--- config.mk ---
export PLATFORM = sky130hd
export DESIGN_NAME = ir_pulse_width_frame_decoder_unit
export DESIGN_NICKNAME = d
export VERILOG_FILES = /design/src/hw/rtl/ipwfd_pkg.sv /design/src/hw/rtl/ir_pulse_width_frame_decoder_unit.sv
export SDC_FILE = /design/constraint.sdc
export NUM_CORES = 1
export LEC_CHECK = 0
export ABC_CLOCK_PERIOD_IN_PS = 36000
export BUFFER_PORTS_ARGS = -buffer_cell sky130_fd_sc_hd__buf_2
export CAP_MARGIN = 10
export CORE_MARGIN = 3
export CORE_UTILIZATION = 55
export DETAILED_ROUTE_END_ITERATION = 7
export PLACE_DENSITY = 0.69
export SLEW_MARGIN = 30
export SYNTH_ARGS = -nofsm -noshare
export SYNTH_HDL_FRONTEND = slang
export SYNTH_SLANG_ARGS = --single-unit
export TNS_END_PERCENT = 10
--- constraint.sdc ---
create_clock -name clk -period 36 [get_ports clk]
set_input_delay 3.6 -clock clk [delete_from_list [all_inputs] [get_ports clk]]
set_output_delay 3.6 -clock clk [all_outputs]
set_load 0.02 [all_outputs]
--- src/hw/rtl/ipwfd_pkg.sv ---
// Package for the pulse-width IR frame decoder.
// Holds the shared constants, field types and the status-priority function.
// No dependencies.
package ipwfd_pkg;

	// Frame and field geometry.
	localparam int unsigned FRAME_BITS = 16;
	localparam int unsigned CNT_W      = $clog2(FRAME_BITS + 1);
	localparam int unsigned TS_W       = 32;
	localparam int unsigned WIDTH_W    = 10;
	localparam int unsigned THR_W      = 11;
	localparam int unsigned SPAN_W     = 12;
	localparam int unsigned LIMIT_W    = 5;
	localparam int unsigned NIB_W      = 4;
	localparam int unsigned STATUS_W   = 3;
	localparam int unsigned ENTR_W     = 2;

	// Configuration register indexes.
	localparam logic [1:0] CFG_START_MIN = 2'd0;
	localparam logic [1:0] CFG_START_MAX = 2'd1;
	localparam logic [1:0] CFG_LIMIT     = 2'd2;

	// Reset values of the configuration registers.
	localparam logic [WIDTH_W-1:0] START_MIN_RST = 10'd140;
	localparam logic [WIDTH_W-1:0] START_MAX_RST = 10'd320;
	localparam logic [LIMIT_W-1:0] LIMIT_RST     = 5'd16;

	// floor(t / 3) for t below 1024 is exactly (t * 683) >> 11.
	localparam int unsigned RECIP3_W     = 10;
	localparam logic [RECIP3_W-1:0] RECIP3 = 10'd683;
	localparam int unsigned RECIP3_SHIFT = 11;

	// Entrance codes of the result.
	localparam logic [ENTR_W-1:0] ENTR_NORTH = 2'd1;
	localparam logic [ENTR_W-1:0] ENTR_SOUTH = 2'd2;

	// Status codes: lowest set bit of the status nibble wins.
	localparam logic [STATUS_W-1:0] ST_NONE = 3'd0;
	localparam logic [STATUS_W-1:0] ST_BIT0 = 3'd1;
	localparam logic [STATUS_W-1:0] ST_BIT1 = 3'd2;
	localparam logic [STATUS_W-1:0] ST_BIT2 = 3'd3;
	localparam logic [STATUS_W-1:0] ST_BIT3 = 3'd4;

	// One decoded frame.
	typedef struct packed {
		logic [ENTR_W-1:0]   entrance;
		logic [STATUS_W-1:0] status_code;
		logic [NIB_W-1:0]    speed;
		logic [NIB_W-1:0]    unit_id;
		logic                accepted;
	} result_t;

	// Priority encode the status nibble.
	function automatic logic [STATUS_W-1:0] status_of(input logic [NIB_W-1:0] nib);
		logic [STATUS_W-1:0] code;
		priority if (nib[0]) code = ST_BIT0;
		else if (nib[1]) code = ST_BIT1;
		else if (nib[2]) code = ST_BIT2;
		else if (nib[3]) code = ST_BIT3;
		else code = ST_NONE;
		return code;
	endfunction

endpackage

--- src/hw/rtl/ir_pulse_width_frame_decoder_unit.sv ---
// Top level of the pulse-width IR frame decoder: input stage, per-receiver
// decode state and result register, all in this module.
// Depends on ipwfd_pkg.
//
// Usage:
//   The slave stream carries one pin edge per item: tdata holds the 32-bit
//   microsecond timestamp and the pin level, tuser selects the receiver.
//   The two receivers (north, south) keep separate decode state, so their
//   edges may be interleaved freely.
//   The master stream carries one item per completed frame: the id, speed
//   and status fields, an accepted flag, and the entrance in tuser.
//   Edges that do not complete a frame give no output item.
// Timing:
//   An edge is registered at acceptance and decoded in the following cycle;
//   a completed frame then goes to the result register, offered on the master
//   side. One edge is taken every cycle unless a stalled result fills the input
//   stage; the per-edge work is two 32-bit subtracts and compares against the
//   stored receiver state plus a small constant multiply for the tolerance.
// Reset and stalls:
//   Reset returns both receivers to waiting for a start rise, restores the
//   configuration defaults and empties the stages. While a result waits on
//   a low m_tready the input stage holds and s_tready drops once it is full.
//   The configuration port must be written only while idle; it is not enforced.
module ir_pulse_width_frame_decoder_unit (
	input  logic        clk,
	input  logic        arst_n,
	// Configuration write port.
	input  logic        cfg_we,
	input  logic [1:0]  cfg_index,
	input  logic [9:0]  cfg_data,
	// Edge stream.
	input  logic        s_tvalid,
	output logic        s_tready,
	input  logic [39:0] s_tdata,   // [31:0] timestamp, [32] level, [39:33] zero
	input  logic        s_tuser,   // [0] channel (1 north, 0 south)
	// Frame result stream.
	output logic        m_tvalid,
	input  logic        m_tready,
	output logic [15:0] m_tdata,   // [0] accepted, [4:1] unit id, [8:5] speed,
	                               // [11:9] status_code, [15:12] zero
	output logic [1:0]  m_tuser    // [1:0] entrance
);

	localparam logic [1:0] PH_WAIT_RISE = 2'd0;
	localparam logic [1:0] PH_WAIT_FALL = 2'd1;
	localparam logic [1:0] PH_VALIDATE  = 2'd2;
	localparam logic [1:0] PH_READ      = 2'd3;

	localparam int unsigned TS_W    = ipwfd_pkg::TS_W;
	localparam int unsigned WIDTH_W = ipwfd_pkg::WIDTH_W;
	localparam int unsigned THR_W   = ipwfd_pkg::THR_W;
	localparam int unsigned SPAN_W  = ipwfd_pkg::SPAN_W;
	localparam int unsigned CNT_W   = ipwfd_pkg::CNT_W;
	localparam int unsigned NIB_W   = ipwfd_pkg::NIB_W;
	localparam int unsigned FB      = ipwfd_pkg::FRAME_BITS;
	localparam int unsigned PROD_W  = WIDTH_W + ipwfd_pkg::RECIP3_W;

	// Configuration registers.
	logic [WIDTH_W-1:0]             start_min_q;
	logic [WIDTH_W-1:0]             start_max_q;
	logic [ipwfd_pkg::LIMIT_W-1:0]  limit_q;

	always_ff @(posedge clk or negedge arst_n) begin
		if (!arst_n) begin
			start_min_q <= ipwfd_pkg::START_MIN_RST;
			start_max_q <= ipwfd_pkg::START_MAX_RST;
			limit_q     <= ipwfd_pkg::LIMIT_RST;
		end else if (cfg_we) begin
			unique case (cfg_index)
				ipwfd_pkg::CFG_START_MIN: start_min_q <= cfg_data;
				ipwfd_pkg::CFG_START_MAX: start_max_q <= cfg_data;
				ipwfd_pkg::CFG_LIMIT:     limit_q <= cfg_data[ipwfd_pkg::LIMIT_W-1:0];
				default: ;
			endcase
		end
	end

	// Input stage and handshake.
	logic              valid_s1;
	logic [TS_W-1:0]   ts_s1;
	logic              level_s1;
	logic              chan_s1;
	logic              out_valid_q;
	ipwfd_pkg::result_t res_q;
	logic              advance;
	logic              s_fire;

	assign advance  = !out_valid_q || m_tready;
	assign s_tready = !valid_s1 || advance;
	assign s_fire   = s_tvalid && s_tready;

	always_ff @(posedge clk or negedge arst_n) begin
		if (!arst_n) begin
			valid_s1 <= 1'b0;
		end else if (s_tready) begin
			valid_s1 <= s_tvalid;
		end
	end

	always_ff @(posedge clk) begin
		if (s_fire) begin
			ts_s1    <= s_tdata[TS_W-1:0];
			level_s1 <= s_tdata[TS_W];
			chan_s1  <= s_tuser;
		end
	end

	// Per-receiver decode state, index 1 north, 0 south.
	logic [1:0]         phase_q      [2];
	logic [TS_W-1:0]    pulse_t_q    [2];
	logic [TS_W-1:0]    frame_t_q    [2];
	logic [WIDTH_W-1:0] bit_time_q   [2];
	logic [THR_W-1:0]   thr_q        [2];
	logic [FB-1:0]      frame_bits_q [2];
	logic [CNT_W-1:0]   bits_cnt_q   [2];

	// Current receiver state.
	logic [1:0]         cur_phase;
	logic [TS_W-1:0]    cur_pulse_t;
	logic [TS_W-1:0]    cur_frame_t;
	logic [WIDTH_W-1:0] cur_bit_time;
	logic [THR_W-1:0]   cur_thr;
	logic [FB-1:0]      cur_bits;
	logic [CNT_W-1:0]   cur_cnt;

	assign cur_phase    = phase_q[chan_s1];
	assign cur_pulse_t  = pulse_t_q[chan_s1];
	assign cur_frame_t  = frame_t_q[chan_s1];
	assign cur_bit_time = bit_time_q[chan_s1];
	assign cur_thr      = thr_q[chan_s1];
	assign cur_bits     = frame_bits_q[chan_s1];
	assign cur_cnt      = bits_cnt_q[chan_s1];

	// Pulse width since the last rise, and time since the start rise.
	logic [TS_W-1:0] width;
	logic [TS_W-1:0] span;
	logic            width_ok;

	assign width    = ts_s1 - cur_pulse_t;
	assign span     = ts_s1 - cur_frame_t;
	assign width_ok = (width[TS_W-1:WIDTH_W] == '0)
		&& (width[WIDTH_W-1:0] >= start_min_q)
		&& (width[WIDTH_W-1:0] <= start_max_q);

	// Start period window: 2*tau +/- floor(2*tau/6), with floor(2*tau/6) = floor(tau/3).
	logic [PROD_W-1:0] tol_prod;
	logic [SPAN_W-1:0] tol;
	logic [SPAN_W-1:0] two_tau;
	logic [SPAN_W-1:0] span_lo;
	logic [SPAN_W-1:0] span_hi;
	logic              period_ok;

	assign tol_prod  = PROD_W'(cur_bit_time) * PROD_W'(ipwfd_pkg::RECIP3);
	assign tol       = SPAN_W'(tol_prod >> ipwfd_pkg::RECIP3_SHIFT);
	assign two_tau   = {1'b0, cur_bit_time, 1'b0};
	assign span_lo   = two_tau - tol;
	assign span_hi   = two_tau + tol;
	assign period_ok = (span[TS_W-1:SPAN_W] == '0)
		&& (span[SPAN_W-1:0] >= span_lo) && (span[SPAN_W-1:0] <= span_hi);

	// Data bit: one when the pulse is longer than 1.5*tau.
	logic             data_bit;
	logic [FB-1:0]    next_bits;
	logic [CNT_W-1:0] next_cnt;
	logic             frame_done;

	assign data_bit   = (width[TS_W-1:THR_W] != '0) || (width[THR_W-1:0] > cur_thr);
	assign next_bits  = {cur_bits[FB-2:0], data_bit};
	assign next_cnt   = cur_cnt + CNT_W'(1);
	assign frame_done = valid_s1 && (cur_phase == PH_READ) && !level_s1
		&& (next_cnt >= CNT_W'(FB));

	// Frame fields and acceptance check.
	logic [NIB_W-1:0]   f_id;
	logic [NIB_W-1:0]   f_speed;
	logic [NIB_W-1:0]   f_status;
	logic [NIB_W-1:0]   f_check;
	logic [NIB_W-1:0]   want;
	ipwfd_pkg::result_t res_d;

	assign f_id     = next_bits[FB-1 -: NIB_W];
	assign f_speed  = next_bits[FB-1-NIB_W -: NIB_W];
	assign f_status = next_bits[FB-1-2*NIB_W -: NIB_W];
	assign f_check  = next_bits[NIB_W-1:0];
	assign want     = NIB_W'(0) - (f_id + f_speed + f_status);

	always_comb begin
		res_d.accepted    = (want == f_check)
			&& ({1'b0, f_id} < limit_q);
		res_d.unit_id     = f_id;
		res_d.speed       = f_speed;
		res_d.status_code = ipwfd_pkg::status_of(f_status);
		res_d.entrance    = chan_s1 ? ipwfd_pkg::ENTR_NORTH : ipwfd_pkg::ENTR_SOUTH;
	end

	// Phase update for the receiver of the edge in the input stage.
	logic       step;
	logic [1:0] phase_d;

	assign step = valid_s1 && advance;

	always_comb begin
		phase_d = cur_phase;
		unique case (cur_phase)
			PH_WAIT_RISE: if (level_s1) phase_d = PH_WAIT_FALL;
			PH_WAIT_FALL: if (!level_s1) phase_d = width_ok ? PH_VALIDATE : PH_WAIT_RISE;
			PH_VALIDATE:  if (level_s1) phase_d = period_ok ? PH_READ : PH_WAIT_RISE;
			PH_READ:      if (frame_done) phase_d = PH_WAIT_RISE;
			default:      phase_d = PH_WAIT_RISE;
		endcase
	end

	always_ff @(posedge clk or negedge arst_n) begin
		if (!arst_n) begin
			phase_q[0] <= PH_WAIT_RISE;
			phase_q[1] <= PH_WAIT_RISE;
		end else if (step) begin
			phase_q[chan_s1] <= phase_d;
		end
	end

	// Timing and frame registers, written only in the phase that owns them.
	always_ff @(posedge clk) begin
		if (step) begin
			unique case (cur_phase)
				PH_WAIT_RISE: begin
					if (level_s1) begin
						pulse_t_q[chan_s1] <= ts_s1;
						frame_t_q[chan_s1] <= ts_s1;
					end
				end
				PH_WAIT_FALL: begin
					if (!level_s1 && width_ok) begin
						bit_time_q[chan_s1] <= width[WIDTH_W-1:0];
						thr_q[chan_s1] <= THR_W'(width[WIDTH_W-1:0])
							+ THR_W'(width[WIDTH_W-1:1]);
					end
				end
				PH_VALIDATE: begin
					if (level_s1 && period_ok) begin
						frame_bits_q[chan_s1] <= '0;
						bits_cnt_q[chan_s1]   <= '0;
						pulse_t_q[chan_s1]    <= ts_s1;
					end
				end
				PH_READ: begin
					if (level_s1) begin
						pulse_t_q[chan_s1] <= ts_s1;
					end else begin
						frame_bits_q[chan_s1] <= next_bits;
						bits_cnt_q[chan_s1]   <= next_cnt;
					end
				end
				default: ;
			endcase
		end
	end

	// Result register.
	always_ff @(posedge clk or negedge arst_n) begin
		if (!arst_n) begin
			out_valid_q <= 1'b0;
		end else if (advance) begin
			out_valid_q <= frame_done;
		end
	end

	always_ff @(posedge clk) begin
		if (advance && frame_done) begin
			res_q <= res_d;
		end
	end

	assign m_tvalid = out_valid_q;
	assign m_tdata  = {4'b0, res_q.status_code, res_q.speed, res_q.unit_id, res_q.accepted};
	assign m_tuser  = res_q.entrance;

`ifndef SYNTHESIS
	// A result held by a stalled receiver must not be replaced.
	a_result_held: assert property (@(posedge clk) disable iff (!arst_n)
		(m_tvalid && !m_tready) |=> (m_tvalid && $stable(m_tdata) && $stable(m_tuser)))
		else $error("result changed while stalled");

	// A result always names one of the two receivers and a legal status.
	a_result_fields: assert property (@(posedge clk) disable iff (!arst_n)
		m_tvalid |-> ((m_tuser == ipwfd_pkg::ENTR_NORTH || m_tuser == ipwfd_pkg::ENTR_SOUTH)
			&& (m_tdata[11:9] <= ipwfd_pkg::ST_BIT3)))
		else $error("malformed result");

	// The input stage only blocks while it holds an edge behind a stalled result.
	a_ready_cause: assert property (@(posedge clk) disable iff (!arst_n)
		!s_tready |-> (valid_s1 && out_valid_q && !m_tready))
		else $error("input blocked without a stalled result");

	// A south frame never collects more bits than its length.
	a_bit_count: assert property (@(posedge clk) disable iff (!arst_n)
		(phase_q[0] == PH_READ) |-> (bits_cnt_q[0] < CNT_W'(FB)))
		else $error("south bit count overran the frame");
`endif

endmodule

==> PnR_summary.wiki, run 1 <==
{| class="wikitable"
! Metric !! Value
|-
| Clock transition at path regs || 70 ps
|-
| Synthesis-to-finish area growth || 9.61%
|-
| Fraction of registers with async set/reset || 0.107
|-
| Cell accounting for the most synthesized area || edfxtp_1
|-
| Final worst-path cycle share || 0.349
|-
| Number of DRC markers after the initial detailed-route iteration || 997
|-
| CTS Buf Count || 31
|-
| Sequential-to-total area share from yosys stat || 0.446
|-
| Worst setup skew after layout || 30.4 ps
|-
| # H-tree levels || 1
|-
| Routed wire length on met3 || 2440 um
|-
| Lkg Pwr || 8.71 nW
|-
| Number of hold buffers added after CTS || 0
|-
| Sum of overflow across all layers after global routing || 0
|-
| Worst max-slew margin expressed relative to the limit || 0.331
|-
| Final weighted congestion in routability-driven placement || 0.955
|-
| Global Route Usage Sum || 0.231
|-
| Uppermost layer routed || met5
|-
| Die Width || 193 um
|-
| Final routed wire length divided by cell count || 19.0 um
|-
| Number of gates resized after CTS || 0
|-
| Cell area after technology mapping || 19200 um^2
|-
| Floorplan Core Area || 34000 um^2
|-
| Fin. max-slew vios || 0
|-
| Post-route worst setup slack || 23430 ps
|-
| Transition time at the pin with the least slew margin || 978 ps
|-
| Maximum clock rate || 79.5 MHz
|-
| Setup TNS after final layout || 0 ps
|-
| Final number of hold-violating endpoints || 0
|-
| Slowest library cell on the worst path || dfxtp_4
|-
| Number of enable-type register cells in the synthesized netlist || 258
|-
| Skew-Pair Late Insertion Delay || 590 ps
|-
| Synth Flop Type || edfxtp_1
|-
| Avg Vias per Cell || 5.96
|-
| Setup repair after global routing missed its margin || no
|-
| Ys Warns || 0
|-
| Yosys top cell area share || 0.404
|-
| DRC violations left || 0
|-
| Count of distinct cell types in the synthesized netlist || 89
|-
| Setup-violating endpoint count in the final report || 0
|-
| Die Y || 193 um
|-
| Worst Path Buf+Inv || 6
|-
| Category of the most critical setup path || flip-flop to flip-flop
|-
| First drt pass iteration count || 7
|-
| Root buffer selected by CTS || clkbuf_16
|-
| TritonCTS clock tree || yes
|-
| Required time at the worst-slack endpoint || 36240 ps
|-
| Pin count of the biggest net entering global routing || 42
|-
| Number of standard-cell rows in the floorplan || 67
|-
| Largest delay contributor family on the critical path || compound AO/OA/AOI/OAI gates
|-
| Overall die area || 37100 um^2
|-
| Final period demand of the worst path || 12570 ps
|-
| Total clock sinks || 290
|-
| Max-cap viol count || 0
|-
| Worst IR drop on VDD || 0.0483 mV
|-
| Final Net Count || 2070
|-
| Avg Cell Area, Syn || 11.3 um^2
|-
| Share of post-route cells with drive strength above 1 || 0.118
|-
| Tot Pwr || 1.42 mW
|-
| End-of-flow core utilization || 0.619
|-
| Routed length on met2 || 19000 um
|-
| Power density of the placed cells || 67.7 nW/um^2
|-
| Seq cells post-synth || 290
|-
| Post-placement worst setup slack || 23390 ps
|-
| Initial core utilization || 0.565
|-
| Vias in the first global route || 13000
|-
| Startpoint type of the worst setup path || flip-flop
|-
| Worst hold-check path type || flip-flop to flip-flop
|-
| Total I/O pin count || 78
|-
| Number of buffers added for setup after CTS || 0
|-
| Aggregate routed wire length || 42700 um
|-
| Cells taking the most area after synthesis || edfxtp_1 40%, ha_1 14%, mux2i_1 5.0%
|-
| Data arrival time of the worst path || 12820 ps
|-
| Clk buf depth || 3
|-
| Vias after detailed routing || 13400
|-
| Worst-path fanout max || 41
|-
| Final ANT Viol Nets || 0
|-
| First-pass GRT wire length || 68100 um
|-
| Number of buffers inserted by port buffering || 66
|-
| Status || complete, no violations
|-
| Critical path's largest stage delay || 810 ps
|-
| Instance count of the mapped netlist || 1702
|-
| Total routed wire length on the met1 layer || 20400 um
|-
| Initial antenna violation count || 3
|-
| DPL Wire Length || 31900 um
|-
| CP endpoint kind || flip-flop
|}
-- cell families (layout without fill, tap and decap cells) --
logic type      count (synthesis)  count (layout)  synth area share
simple gates                  393             393             0.104
xor+xnor                       78              78            0.0363
fa+ha+maj                     242             242             0.170
buf+inv                       190             280            0.0415
compound gates                379             379             0.133
other cells                     1               5          0.000196
flops                         290             290             0.446
mux                           129             129            0.0696
-- cells in the mapped netlist (11+ instances only) --
| library cell | count |
|---|---|
| edfxtp_1 | 258 |
| nor3_1 | 32 |
| mux2_2 | 34 |
| nor4_1 | 12 |
| and3_1 | 12 |
| a211oi_1 | 14 |
| nand2b_1 | 21 |
| o21ai_0 | 69 |
| xor2_1 | 23 |
| and2_1 | 12 |
| a21o_1 | 43 |
| clkbuf_1 | 20 |
| fa_1 | 30 |
| nand2_1 | 84 |
| ha_1 | 212 |
| nand3_1 | 32 |
| o211ai_1 | 12 |
| a21oi_1 | 108 |
| o21a_1 | 20 |
| inv_1 | 139 |
| xnor2_1 | 54 |
| nor2_1 | 98 |
| dfrtp_1 | 25 |
| nand4_1 | 26 |
| mux2i_1 | 95 |
| nor2b_1 | 14 |
| a21oi_2 | 11 |
-- power by group --
group	internal, mW	total (mW)	switching [mW]
sequential	0.410	0.425	0.0155
combinational	0.291	0.679	0.388
clock	0.188	0.319	0.131
total	0.889	1.42	0.534
-- cell type report --
cell class	instances	area (um^2)
diodes	1	2.50
repair buffers	83	458
fillers	2747	12900
inverters	139	522
well taps	448	561
clock buffers	38	802
clock inverters	20	225
flip-flops and latches	290	8550
multi-input cells	1225	9890
-- worst paths after layout --
check                                     from               end  slack, ps  cells after the start
max in group asynchronous               arst_n        limit_q[0]      32490                      1
worst max-delay path                 flip-flop  pulse_t_q[1][14]      23430                     37
worst max register to register       flip-flop  pulse_t_q[1][14]      23430                     37
worst min-delay path            start_max_q[5]    start_max_q[5]        510                      1
min in group asynchronous               arst_n          valid_s1       3050                      1
worst min register to register  start_max_q[5]    start_max_q[5]        510                      1
-- per-stage QoR --
| step | hold slack [ps] | std cells | area (um^2) |
|---|---|---|---|
| 3_5_place_dp | 495 | 2185 | 20000 |
| 4_1_cts | 511 | 2243 | 21000 |
| 6_report | 508 | 2244 | 21000 |
| 5_1_grt | 533 | 2244 | 21000 |
| 2_1_floorplan | 474 | 1705 | 19200 |
| 3_3_place_gp | 491 | 2185 | 20000 |
-- registers in the layout, indices dropped and copies added, names as in the netlist, 2 cells and up, named ones only --
| signal | cells |
|---|---|
| start_min_q | 10 |
| frame_bits_q | 30 |
| pulse_t_q | 64 |
| m_tdata | 12 |
| thr_q | 22 |
| bit_time_q | 20 |
| phase_q | 4 |
| frame_t_q | 64 |
| ts_s1 | 32 |
| bits_cnt_q | 10 |
| limit_q | 5 |
| m_tuser | 2 |
| start_max_q | 10 |
-- layout by cell type (no fill, tap or decap), drive strengths merged, types with 54 or more instances in the layout --
| master | count |
|---|---|
| a21oi | 120 |
| buf | 83 |
| edfxtp | 258 |
| ha | 212 |
| inv | 141 |
| mux2i | 95 |
| nand2 | 84 |
| nor2 | 99 |
| o21ai | 72 |
| xnor2 | 54 |
-- metal layers --
layer | vias up | GRT usage
met1 | 6446 | 0.341
met3 | 67 | 0.0314
met4 | 4 | 0.0513
met5 | - | 0
met2 | 365 | 0.365
li1 | 6497 | -
No activity file was read; power rests on OpenSTA's default activity.
==> run 2, diff against run 1 <==
--- a/config.mk
+++ b/config.mk
@@ -5,13 +5,13 @@
 export SDC_FILE = /design/constraint.sdc
 export NUM_CORES = 1
 export LEC_CHECK = 0
-export ABC_CLOCK_PERIOD_IN_PS = 36000
+export ABC_CLOCK_PERIOD_IN_PS = 10100
 export BUFFER_PORTS_ARGS = -buffer_cell sky130_fd_sc_hd__buf_2
 export CAP_MARGIN = 10
 export CORE_MARGIN = 3
 export CORE_UTILIZATION = 55
 export DETAILED_ROUTE_END_ITERATION = 7
-export PLACE_DENSITY = 0.69
+export PLACE_DENSITY = 0.72
 export SLEW_MARGIN = 30
 export SYNTH_ARGS = -nofsm -noshare
 export SYNTH_HDL_FRONTEND = slang
==> constraint.sdc (replaced) <==
create_clock -name clk -period 10.1 [get_ports clk]
set_input_delay 1.01 -clock clk [delete_from_list [all_inputs] [get_ports clk]]
set_output_delay 1.01 -clock clk [all_outputs]
set_load 0.02 [all_outputs]
==> PnR_summary.wiki, run 2 (synthesis gave the netlist of run 1 again) <==
{| class="wikitable"
! Metric !! Value
|-
| Worst hold-check path type || input pin to async pin (was flip-flop to flip-flop)
|-
| Worst setup skew after layout || 24.4 ps (was 30.4 ps)
|-
| Vias after detailed routing || 13500 (was 13400)
|-
| Min Hold Slack || 460 ps (was 508 ps)
|-
| Area occupied by registers || 8550 um^2 (unchanged)
|-
| Most common cell after layout, fill and taps aside || edfxtp_1 (unchanged)
|-
| Worst IR drop on VDD || 0.174 mV (was 0.0483 mV)
|-
| Design Area, Final || 21400 um^2 (was 21000 um^2)
|-
| Skew-Pair Late Insertion Delay || 580 ps (was 590 ps)
|-
| Final period demand of the worst path || 9550 ps (was 12570 ps)
|-
| TritonCTS clock tree || yes (unchanged)
|-
| Overall die area || 37100 um^2 (unchanged)
|-
| Number of hold buffers added after CTS || 0 (unchanged)
|-
| Category of the most critical setup path || flip-flop to flip-flop (unchanged)
|-
| Die Y || 193 um (unchanged)
|-
| DPL Wire Length || 32100 um (was 31900 um)
|-
| Clk buf depth || 3 (unchanged)
|-
| Fill cell total of the finished layout || 2658 (was 2747)
|-
| Status || complete, no violations (unchanged)
|-
| Share of post-route cells with drive strength above 1 || 0.140 (was 0.118)
|-
| First drt pass iteration count || 5 (was 7)
|-
| Final routed wire length divided by cell count || 19.2 um (was 19.0 um)
|-
| Data arrival time of the worst path || 9820 ps (was 12820 ps)
|-
| Total I/O pin count || 78 (unchanged)
|-
| Number of standard-cell rows in the floorplan || 67 (unchanged)
|-
| Max-cap viol count || 0 (unchanged)
|-
| Final worst-path cycle share || 0.945 (was 0.349)
|-
| Root buffer selected by CTS || clkbuf_16 (unchanged)
|-
| Antenna diode count || 0 (was 1)
|-
| Initial antenna violation count || 2 (was 3)
|-
| Synthesis-to-finish area growth || 11.7% (was 9.61%)
|-
| Total clock sinks || 290 (unchanged)
|-
| Global Route Usage Sum || 0.234 (was 0.231)
|-
| # H-tree levels || 1 (unchanged)
|-
| Final ANT Viol Nets || 0 (unchanged)
|-
| Startpoint type of the worst setup path || flip-flop (unchanged)
|-
| Commonest non-fill, non-tap cells in the layout || 258 x edfxtp_1, 209 x ha_1, 136 x inv_1, 101 x a21oi_1, 96 x nor2_1 (was 258 x edfxtp_1, 212 x ha_1, 139 x inv_1, 106 x a21oi_1, 97 x nor2_1)
|-
| First-pass GRT wire length || 69000 um (was 68100 um)
|-
| Sum of overflow across all layers after global routing || 0 (unchanged)
|-
| Fin. max-slew vios || 0 (unchanged)
|-
| Worst-path fanout max || 11 (was 41)
|-
| DRC violations left || 0 (unchanged)
|-
| Final Net Count || 2084 (was 2070)
|-
| Vias in the first global route || 13400 (was 13000)
|-
| Avg Vias per Cell || 5.98 (was 5.96)
|-
| Path depth of the worst reg2reg path || 43 (was 37)
|-
| Die Width || 193 um (unchanged)
|-
| Post-detailed-placement cell area || 20100 um^2 (was 20000 um^2)
|-
| Number of buffers inserted by port buffering || 66 (unchanged)
|-
| Transition time at the pin with the least slew margin || 914 ps (was 978 ps)
|-
| End-of-flow core utilization || 0.631 (was 0.619)
|-
| Required time at the worst-slack endpoint || 10380 ps (was 36240 ps)
|-
| Aggregate routed wire length || 43300 um (was 42700 um)
|-
| Worst max-slew margin expressed relative to the limit || 0.391 (was 0.331)
|-
| Maximum clock rate || 105 MHz (was 79.5 MHz)
|-
| Final number of hold-violating endpoints || 0 (unchanged)
|-
| Number of DRC markers after the initial detailed-route iteration || 772 (was 997)
|-
| Worst reg2reg setup slack || 550 ps (was 23430 ps)
|-
| Slowest library cell on the worst path || fa_1 (was dfxtp_4)
|-
| Initial core utilization || 0.565 (unchanged)
|-
| Pin count of the biggest net entering global routing || 53 (was 42)
|-
| Final weighted congestion in routability-driven placement || 0.940 (was 0.955)
|-
| Clock transition at path regs || 60 ps (was 70 ps)
|-
| Lkg Pwr || 8.86 nW (was 8.71 nW)
|-
| Multi-input gate area || 10100 um^2 (was 9890 um^2)
|-
| Critical path's largest stage delay || 530 ps (was 810 ps)
|-
| Largest registers in the final layout || frame_t_q: 64 flops, pulse_t_q: 64 flops, ts_s1: 32 flops (unchanged)
|-
| CP endpoint kind || flip-flop (unchanged)
|-
| Floorplan Core Area || 34000 um^2 (unchanged)
|-
| CTS Buf Count || 31 (unchanged)
|-
| Power density of the placed cells || 243 nW/um^2 (was 67.7 nW/um^2)
|-
| Setup-violating endpoint count in the final report || 0 (unchanged)
|}
run 2: cell types whose count changed in the layout (fill, tap and decap cells not counted), moves of 4 or more:
cell	previous run	this run
a21oi_1	106	101
mux2i_4	0	4
buf_4	17	22
clkbuf_1	7	3
clkbuf_8	0	4
mux2i_1	95	91
buf_12	0	4
run 2: path summary, 6_finish.rpt:
kind / from / end
worst max-delay path: flip-flop / pulse_t_q[0][15]
worst min-delay path: arst_n / phase_q[0]
worst max register to register: flip-flop / pulse_t_q[0][15]
worst min register to register: start_max_q[4] / start_max_q[4]
max in group asynchronous: arst_n / start_min_q[6]
min in group clk: start_max_q[4] / start_max_q[4]
run 2: routing by layer:
metal  routed length, um  global-route usage
met1               19900               0.327
met2               20600               0.391
met3                1850              0.0320
met4                 829              0.0476
met5                  14                   0
run 2: per-stage QoR:
step	power, mW	instances	setup WS [ps]	TNS (ps)
final	5.21	2255	553	0
after global routing	5.61	2255	-45.5	-1830
after CTS	5.14	2242	13.8	0
after detailed placement	3.96	2186	-84.6	-1930
after global placement	3.86	2186	74.6	0
after floorplan	3.40	1705	39.7	0
run 2: repair_timing:
action,in CTS,in global routing
cloned,0,2
setup endpoints to repair,53,108
resized for setup,3,30
pin swaps,0,19
setup buffers,0,11
run 2: critical path, delay by kind of cell (launching register included):
kind                       cells  cell delay [ps]
buffers and inverters          8              810
xor gates and xnor gates       2              150
DFF                            1              440
adders and majority gates      8             2780
and+or+nand+nor               11             1960
muxes                          1              350
AOI/OAI and AO/OA             13             2720
run 2: layout make-up:
class,instances,share of cell area
well taps,448,0.0262
inverters,139,0.0244
clock buffers,41,0.0419
clock inverters,15,0.00725
multi-input cells,1225,0.470
flip-flops and latches,290,0.399
repair buffers,97,0.0307
run 2: power breakdown:
part	internal, mW	switching [mW]
logic	1.11	1.45
clock network	0.679	0.461
registers	1.46	0.0514
==> run 3, diff against run 2 <==
--- a/config.mk
+++ b/config.mk
@@ -8,10 +8,12 @@
 export ABC_CLOCK_PERIOD_IN_PS = 10100
 export BUFFER_PORTS_ARGS = -buffer_cell sky130_fd_sc_hd__buf_2
 export CAP_MARGIN = 10
+export CELL_PAD_IN_SITES_DETAIL_PLACEMENT = 1
+export CELL_PAD_IN_SITES_GLOBAL_PLACEMENT = 1
 export CORE_MARGIN = 3
-export CORE_UTILIZATION = 55
+export CORE_UTILIZATION = 46
 export DETAILED_ROUTE_END_ITERATION = 7
-export PLACE_DENSITY = 0.72
+export PLACE_DENSITY = 0.74
 export SLEW_MARGIN = 30
 export SYNTH_ARGS = -nofsm -noshare
 export SYNTH_HDL_FRONTEND = slang
==> PnR_summary.wiki, run 3 (synthesis gave the netlist of run 1 again) <==
{| class="wikitable"
! Metric !! Value
|-
| Worst max-slew margin expressed relative to the limit || 0.431 (was 0.391)
|-
| Pin count of the biggest net entering global routing || 42 (was 53)
|-
| Status || complete, no violations (unchanged)
|-
| Commonest non-fill, non-tap cells in the layout || 258 x edfxtp_1, 206 x ha_1, 135 x inv_1, 98 x a21oi_1, 94 x nor2_1 (was 258 x edfxtp_1, 209 x ha_1, 136 x inv_1, 101 x a21oi_1, 96 x nor2_1)
|-
| Initial antenna violation count || 1 (was 2)
|-
| Global Route Usage Sum || 0.228 (was 0.234)
|-
| Design Area, Final || 21700 um^2 (was 21400 um^2)
|-
| Lkg Pwr || 8.93 nW (was 8.86 nW)
|-
| Slowest library cell on the worst path || fa_1 (unchanged)
|-
| TritonCTS clock tree || yes (unchanged)
|-
| CP endpoint kind || flip-flop (unchanged)
|-
| Category of the most critical setup path || flip-flop to flip-flop (unchanged)
|-
| Setup-violating endpoint count in the final report || 0 (unchanged)
|-
| Vias after detailed routing || 13800 (was 13500)
|-
| Aggregate routed wire length || 50400 um (was 43300 um)
|-
| Skew-Pair Late Insertion Delay || 550 ps (was 580 ps)
|-
| Data arrival time of the worst path || 10030 ps (was 9820 ps)
|-
| Number of DRC markers after the initial detailed-route iteration || 693 (was 772)
|-
| Final weighted congestion in routability-driven placement || 0.931 (was 0.940)
|-
| Startpoint type of the worst setup path || flip-flop (unchanged)
|-
| First drt pass iteration count || 4 (was 5)
|-
| Final ANT Viol Nets || 0 (unchanged)
|-
| Floorplan Core Area || 41000 um^2 (was 34000 um^2)
|-
| Maximum clock rate || 102 MHz (was 105 MHz)
|-
| Setup TNS after final layout || 0 ps (unchanged)
|-
| Post-detailed-placement cell area || 20300 um^2 (was 20100 um^2)
|-
| Placed cell count || 2277 (was 2186)
|-
| Sum of overflow across all layers after global routing || 0 (unchanged)
|-
| # H-tree levels || 2 (was 1)
|-
| Total clock sinks || 290 (unchanged)
|-
| Critical path's largest stage delay || 510 ps (was 530 ps)
|-
| Total I/O pin count || 78 (unchanged)
|-
| Die Width || 210 um (was 193 um)
|-
| Fill cell total of the finished layout || 4351 (was 2658)
|-
| Avg Vias per Cell || 5.84 (was 5.98)
|-
| Vias in the first global route || 15000 (was 13400)
|-
| Required time at the worst-slack endpoint || 10330 ps (was 10380 ps)
|-
| Max-cap viol count || 0 (unchanged)
|-
| First-pass GRT wire length || 80300 um (was 69000 um)
|-
| Worst hold-check path type || flip-flop to flip-flop (was input pin to async pin)
|-
| Final routed wire length divided by cell count || 21.4 um (was 19.2 um)
|-
| DPL Wire Length || 37500 um (was 32100 um)
|-
| Final Net Count || 2097 (was 2084)
|-
| Worst-path fanout max || 12 (was 11)
|-
| Number of standard-cell rows in the floorplan || 74 (was 67)
|-
| Fin. max-slew vios || 0 (unchanged)
|-
| Overall die area || 44200 um^2 (was 37100 um^2)
|-
| Worst setup skew after layout || 26.1 ps (was 24.4 ps)
|-
| Largest delay contributor family on the critical path || compound AO/OA/AOI/OAI gates (was adder cells)
|-
| Transition time at the pin with the least slew margin || 851 ps (was 914 ps)
|-
| Most common cell after layout, fill and taps aside || edfxtp_1 (unchanged)
|-
| Power density of the placed cells || 248 nW/um^2 (was 243 nW/um^2)
|-
| Clk buf depth || 3 (unchanged)
|-
| Antenna diode count || 0 (unchanged)
|-
| Filler-free cell count of the finished design || 2354 (was 2255)
|-
| Die Y || 210 um (was 193 um)
|-
| Cell seen most often among critical-path stages || inv_1
|-
| Number of buffers inserted by port buffering || 66 (unchanged)
|-
| Final worst-path cycle share || 0.970 (was 0.945)
|-
| Final period demand of the worst path || 9790 ps (was 9550 ps)
|-
| DRC violations left || 0 (unchanged)
|-
| End-of-flow core utilization || 0.529 (was 0.631)
|-
| Clock transition at path regs || 60 ps (about the same)
|-
| CTS Buf Count || 34 (was 31)
|-
| Share of post-route cells with drive strength above 1 || 0.147 (was 0.140)
|-
| Final number of hold-violating endpoints || 0 (unchanged)
|-
| Worst IR drop on VDD || 0.148 mV (was 0.174 mV)
|-
| Worst Path Buf+Inv || 8 (unchanged)
|-
| Root buffer selected by CTS || clkbuf_16 (unchanged)
|-
| Synthesis-to-finish area growth || 13.3% (was 11.7%)
|-
| Largest registers in the final layout || frame_t_q: 64 flops, pulse_t_q: 64 flops, ts_s1: 32 flops (unchanged)
|-
| Initial core utilization || 0.467 (was 0.565)
|}
[run 3: metrics by stage]
stage          power [mW]  setup WS, ps  hold slack [ps]
2_1_floorplan        3.40          39.7              474
3_3_place_gp         3.91           135              491
3_5_place_dp         4.06         -79.8              495
4_1_cts              5.31          10.6              508
5_1_grt              5.80          -168              523
6_report             5.37           308              503
[run 3: worst paths after layout]
kind,start,end,slack (ps),cells after the start
hold reg to reg,start_max_q[1],start_max_q[1],500,1
setup reg to reg,flip-flop,pulse_t_q[0][16],310,42
hold / removal,start_max_q[1],start_max_q[1],500,1
max in group asynchronous,arst_n,start_max_q[5],9090,1
min in group asynchronous,arst_n,valid_s1,530,1
setup / recovery,flip-flop,pulse_t_q[0][16],310,42
[run 3: layer usage]
metal | GRT usage | part of all wire | vias to the layer above
met2 | 0.390 | 0.49 | 259
met5 | 0 | 0.00034 | -
met3 | 0.0321 | 0.040 | 89
met4 | 0.0718 | 0.027 | 2
met1 | 0.302 | 0.44 | 6884
li1 | - | - | 6521
[run 3: area by class of cell]
class | instances | area [um^2] | share of cell area
Sequential cell | 290 | 8550 | 0.394
Tap cell | 532 | 666 | 0.0307
Timing Repair Buffer | 107 | 746 | 0.0343
Clock buffer | 53 | 973 | 0.0448
Inverter | 139 | 524 | 0.0241
Multi-Input combinational cell | 1225 | 10100 | 0.467
Clock inverter | 8 | 114 | 0.00524
[run 3: where the power goes]
| group | internal (mW) | total [mW] | switching (mW) | leakage, nW |
|---|---|---|---|---|
| sequential | 1.46 | 1.52 | 0.0553 | 2.74 |
| combinational | 1.13 | 2.66 | 1.53 | 5.68 |
| clock | 0.717 | 1.20 | 0.480 | 0.522 |
| total | 3.31 | 5.37 | 2.06 | 8.93 |
[run 3: timing repair]
item / CTS / global route
cloned: 0 / 2
hold buffers: 0 / 0
endpoints found under the setup margin: 104 / 105
pin swaps: 0 / 12
resized for setup: 4 / 42
endpoints found under the hold margin: 0 / 0
setup buffers: 3 / 11
